File: src/rtl/hpq_pkg.sv
// hpq_pkg: shared types and codes for the max-heap priority queue
// used by hpq_ram and max_heap_priority_queue; no dependencies
package hpq_pkg;

  localparam int DATA_W      = 32;
  localparam int COUNT_OUT_W = 8;

  typedef logic signed [DATA_W-1:0] word_t;

  // operation codes
  localparam logic [1:0] OP_INSERT = 2'd0;
  localparam logic [1:0] OP_DELETE = 2'd1;
  localparam logic [1:0] OP_QUERY  = 2'd2;

  // result status codes
  localparam logic [1:0] ST_OK    = 2'd0;
  localparam logic [1:0] ST_FULL  = 2'd1;
  localparam logic [1:0] ST_EMPTY = 2'd2;

endpackage

File: src/rtl/hpq_ram.sv
// hpq_ram: heap entry storage, one write port and two registered read ports,
// plus a shadow register of the root entry (address zero)
// depends on hpq_pkg
module hpq_ram #(
  parameter int DEPTH = 128,
  parameter int AW    = 7
) (
  input  logic          clk,
  input  logic          we,
  input  logic [AW-1:0] waddr,
  input  hpq_pkg::word_t wdata,
  input  logic [AW-1:0] raddr_a,
  input  logic [AW-1:0] raddr_b,
  output hpq_pkg::word_t rdata_a,
  output hpq_pkg::word_t rdata_b,
  output hpq_pkg::word_t root
);

  hpq_pkg::word_t mem [DEPTH];
  hpq_pkg::word_t rdata_a_r;
  hpq_pkg::word_t rdata_b_r;
  hpq_pkg::word_t root_r;

  always_ff @(posedge clk) begin
    if (we) begin
      mem[waddr] <= wdata;
    end
    rdata_a_r <= mem[raddr_a];
    rdata_b_r <= mem[raddr_b];
  end

  // root kept in a flop so max is available without a read cycle
  always_ff @(posedge clk) begin
    if (we && (waddr == '0)) begin
      root_r <= wdata;
    end
  end

  assign rdata_a = rdata_a_r;
  assign rdata_b = rdata_b_r;
  assign root    = root_r;

endmodule

File: config.mk
export PLATFORM = sky130hd
export DESIGN_NAME = hpq_ram
export DESIGN_NICKNAME = d
export VERILOG_FILES = /design/src/rtl/hpq_pkg.sv /design/src/rtl/hpq_ram.sv
export SDC_FILE = /design/constraint.sdc
export NUM_CORES = 2
export LEC_CHECK = 0
export BUFFER_PORTS_ARGS = -buffer_cell sky130_fd_sc_hd__buf_2
export CAP_MARGIN = 15
export CORE_MARGIN = 1.5
export CORE_UTILIZATION = 64
export CTS_BUF_LIST = sky130_fd_sc_hd__clkbuf_4 sky130_fd_sc_hd__clkbuf_8 sky130_fd_sc_hd__clkbuf_16
export DETAILED_ROUTE_END_ITERATION = 10
export PLACE_DENSITY = 0.8
export SLEW_MARGIN = 20
export SYNTH_ARGS = -nofsm -noshare
export SYNTH_HDL_FRONTEND = slang
export SYNTH_SLANG_ARGS = --single-unit
File: constraint.sdc
create_clock -name clk -period 4.3 [get_ports clk]
set_input_delay 0.215 -clock clk [delete_from_list [all_inputs] [get_ports clk]]
set_output_delay 0.215 -clock clk [all_outputs]
set_load 0.005 [all_outputs]
==> results.cfg <==
[sta]
holdWs_ps = 45.6
finalHoldViolCount = 0
rsz0062_at_grt = false
worst_clock_skew_ps = 61.0
worst_slack_ps = 1560
slew_viol_final = 0
min_period_over_period_pct = 63.6
finalCriticalPeriod_ps = 2740
final-setup-viol-count = 0
fmaxAchievable_mhz = 366
worstMarginPinSlew_ps = 1170
slew_headroom_pct = 21.9
tns_ps = 0

[power_and_ir_drop]
vdd_drop_max_uv = 385
power_mw = 90.9
cellPowerDensity_nw_per_um2 = 423
p_leak_nw = 66.1

[logic_synthesis]
synth-compound-area-share_pct = 0
synth_fp_nets = 7789
synth_seq_area_share_pct = 66.0
synth.avg_cell_area_um2 = 24.5
synth_xor_area_share_pct = 0
ys_seq_elements = 4192
synthAdderAreaFrac_pct = 0
yosysTopAreaCell = edfxtp_1
synth.most_common_cell = edfxtp_1
synth_area_leaders = edfxtp_1 (65%), mux4_2 (32%), clkbuf_1 (0.72%)
synthesis.area_um2 = 190000
synth-async-reset-ratio_pct = 0
syn-instance-count = 7734
synth_edf_count = 4128
yosys-mux-area-fraction_pct = 32.3
synth_commonest_cells = edfxtp_1 (4128), mux4_2 (2688), clkbuf_1 (364)
synth_warnings = 0
ys.flop_type = edfxtp_1
synth_top_family_by_area = multiplexers
synthSimpleGateAreaFrac_pct = 0.369
ys_types = 17
synth_top_area_share_pct = 65.3

[clock_tree]
cts.htree.levels = 5
cts.sinks = 4192
cts_buffers = 419
clk_pin_slew_worst_paths_ps = 60
cts_tree = done
clock-root-buffer = clkbuf_16
clockBufferDepth = 4
hold_buffers = 35
clock_latency_ps = 1030
post_cts_buffers = 0
cts-resized-gates = 0

[status]
violations = antenna rules
outcome = finished with violations

[route]
vias_per_cell = 8.39
wirelength_mm = 623
drt_first_pass_iters = 6
drt_iter0_drc = 19958
route.detailed.drc = 0
wire_per_inst_um = 49.4
drtAntennaViolNets = 1
dr_total_vias = 105846

[floorplanning]
fp.dieH_um = 547
io_pins = 151
die_area_um2 = 300000
die_x_um = 547
core_um2 = 294000
rows = 199
start_util_pct = 64.5

[finish]
num-fill-cells = 15135
drive_gt1_share_pct = 49.4
nets = 8283
final_cell_count_no_fill = 12622
area_growth_pct = 13.2

[min_path]
hold_end = mem[76][13]
min_from = waddr[2]
whs_path_depth = 4
min_path_type = primary input to flip-flop

[placed_design]
io_buffers = 150
dp_hpwl_mm = 345
dp_cells = 11690
place_congestion = 0.865
dp_slack_ps = 762

[worst_setup_path]
path_buf_inv = 2
reg2reg_depth = 4
path_cells = buf_2 -> nor2b_1 -> nand3_1 -> nor2_4 -> buf_4
cp_max_fo = 16
cp.arrival_ps = 3330
startpoint_type = primary input
worstReg2RegEnd = rdata_b[12]
crit_family = simple AND/OR/NAND/NOR gates
r2r_start = mem[55][12]
path_class = primary input to flip-flop
crit_path_end_kind = flip-flop
critical_path_required_ps = 4900
cp_slowest_cell = nand3_1
max_stage_delay_ps = 880
ff2ff_setup_slack_ps = 1590

[global_route]
grt_overflow = 0
grt_pass1_vias = 107914
grt_pass1_wl_mm = 850
grt_use_total_pct = 41.5
antenna_found_initial = 89
grt_max_degree = 130

[job]
maxCapViolCount = 0
## cell usage in the layout (no fill, tap or decap), drive strengths merged
master	instances
edfxtp	4128
mux4	2688
buf	656
clkbuf	505
clkinv	191
nor2	123
diode	112
mux2	64
dfxtp	64
bufinv	40
clkinvlp	38
dlygate4sd3	36
nand2	14
nand3	12
inv	10
nor3	9
nor2b	7
nand4	3
nand2b	2
or3	1
## worst register-to-register path: stages, from the launching register on
cell and delay [ps]:
edfxtp_1 450, mux4_2 570, mux4_2 640, mux4_2 640, mux2_2 310
## metal layers
metal / global-route usage (%) / wire length (um)
met1: 51.9 / 181000
met3: 14.0 / 101000
met2: 62.9 / 289000
met4: 27.6 / 52000
met5: 0 / 410
## state kept, by name, indices dropped and copies added, names as in the netlist
signal   flops
mem       4096
rdata_a     32
rdata_b     32
root        32
## cell families (layout without fill, tap and decap cells)
group                  after synthesis  in the layout
DFF                               4192           4192
and+or+nand+nor                    171            171
buffers and inverters              619           1476
muxes                             2752           2752
other                                0            112
## per-stage QoR
stage	utilization, %	cell area [um^2]
2_1_floorplan	-	190000
3_3_place_gp	68.0	200000
3_5_place_dp	68.0	200000
4_1_cts	72.9	214000
5_1_grt	72.9	215000
6_report	73.0	215000
## where the power goes
group	internal (mW)	leakage (nW)	switching (mW)
clock network	21.2	6.89	16.5
registers	45.1	37.6	0.431
logic	3.36	21.6	4.22
total	69.7	66.1	21.2
## worst max-delay path by stage
stage,start,cells past startpoint,to
after floorplan,we,3,mem[98][0]
after global placement,raddr_b[0],8,rdata_b[22]
after detailed placement,raddr_b[0],8,rdata_b[22]
after CTS,mem[55][12],4,rdata_b[12]
after global routing,mem[55][12],4,rdata_b[12]
final,waddr[6],5,mem[73][5]
## area by class of cell
type | count | area, um^2 | area share [%]
flip-flops and latches | 4192 | 125000 | 58.3
clock buffers | 505 | 11300 | 5.26
multi-input cells | 2923 | 62900 | 29.3
clock inverters | 279 | 2740 | 1.28
repair buffers | 692 | 7420 | 3.46
well taps | 3919 | 4900 | 2.28
diodes | 112 | 280 | 0.130
No activity file was read; power rests on OpenSTA's default activity.
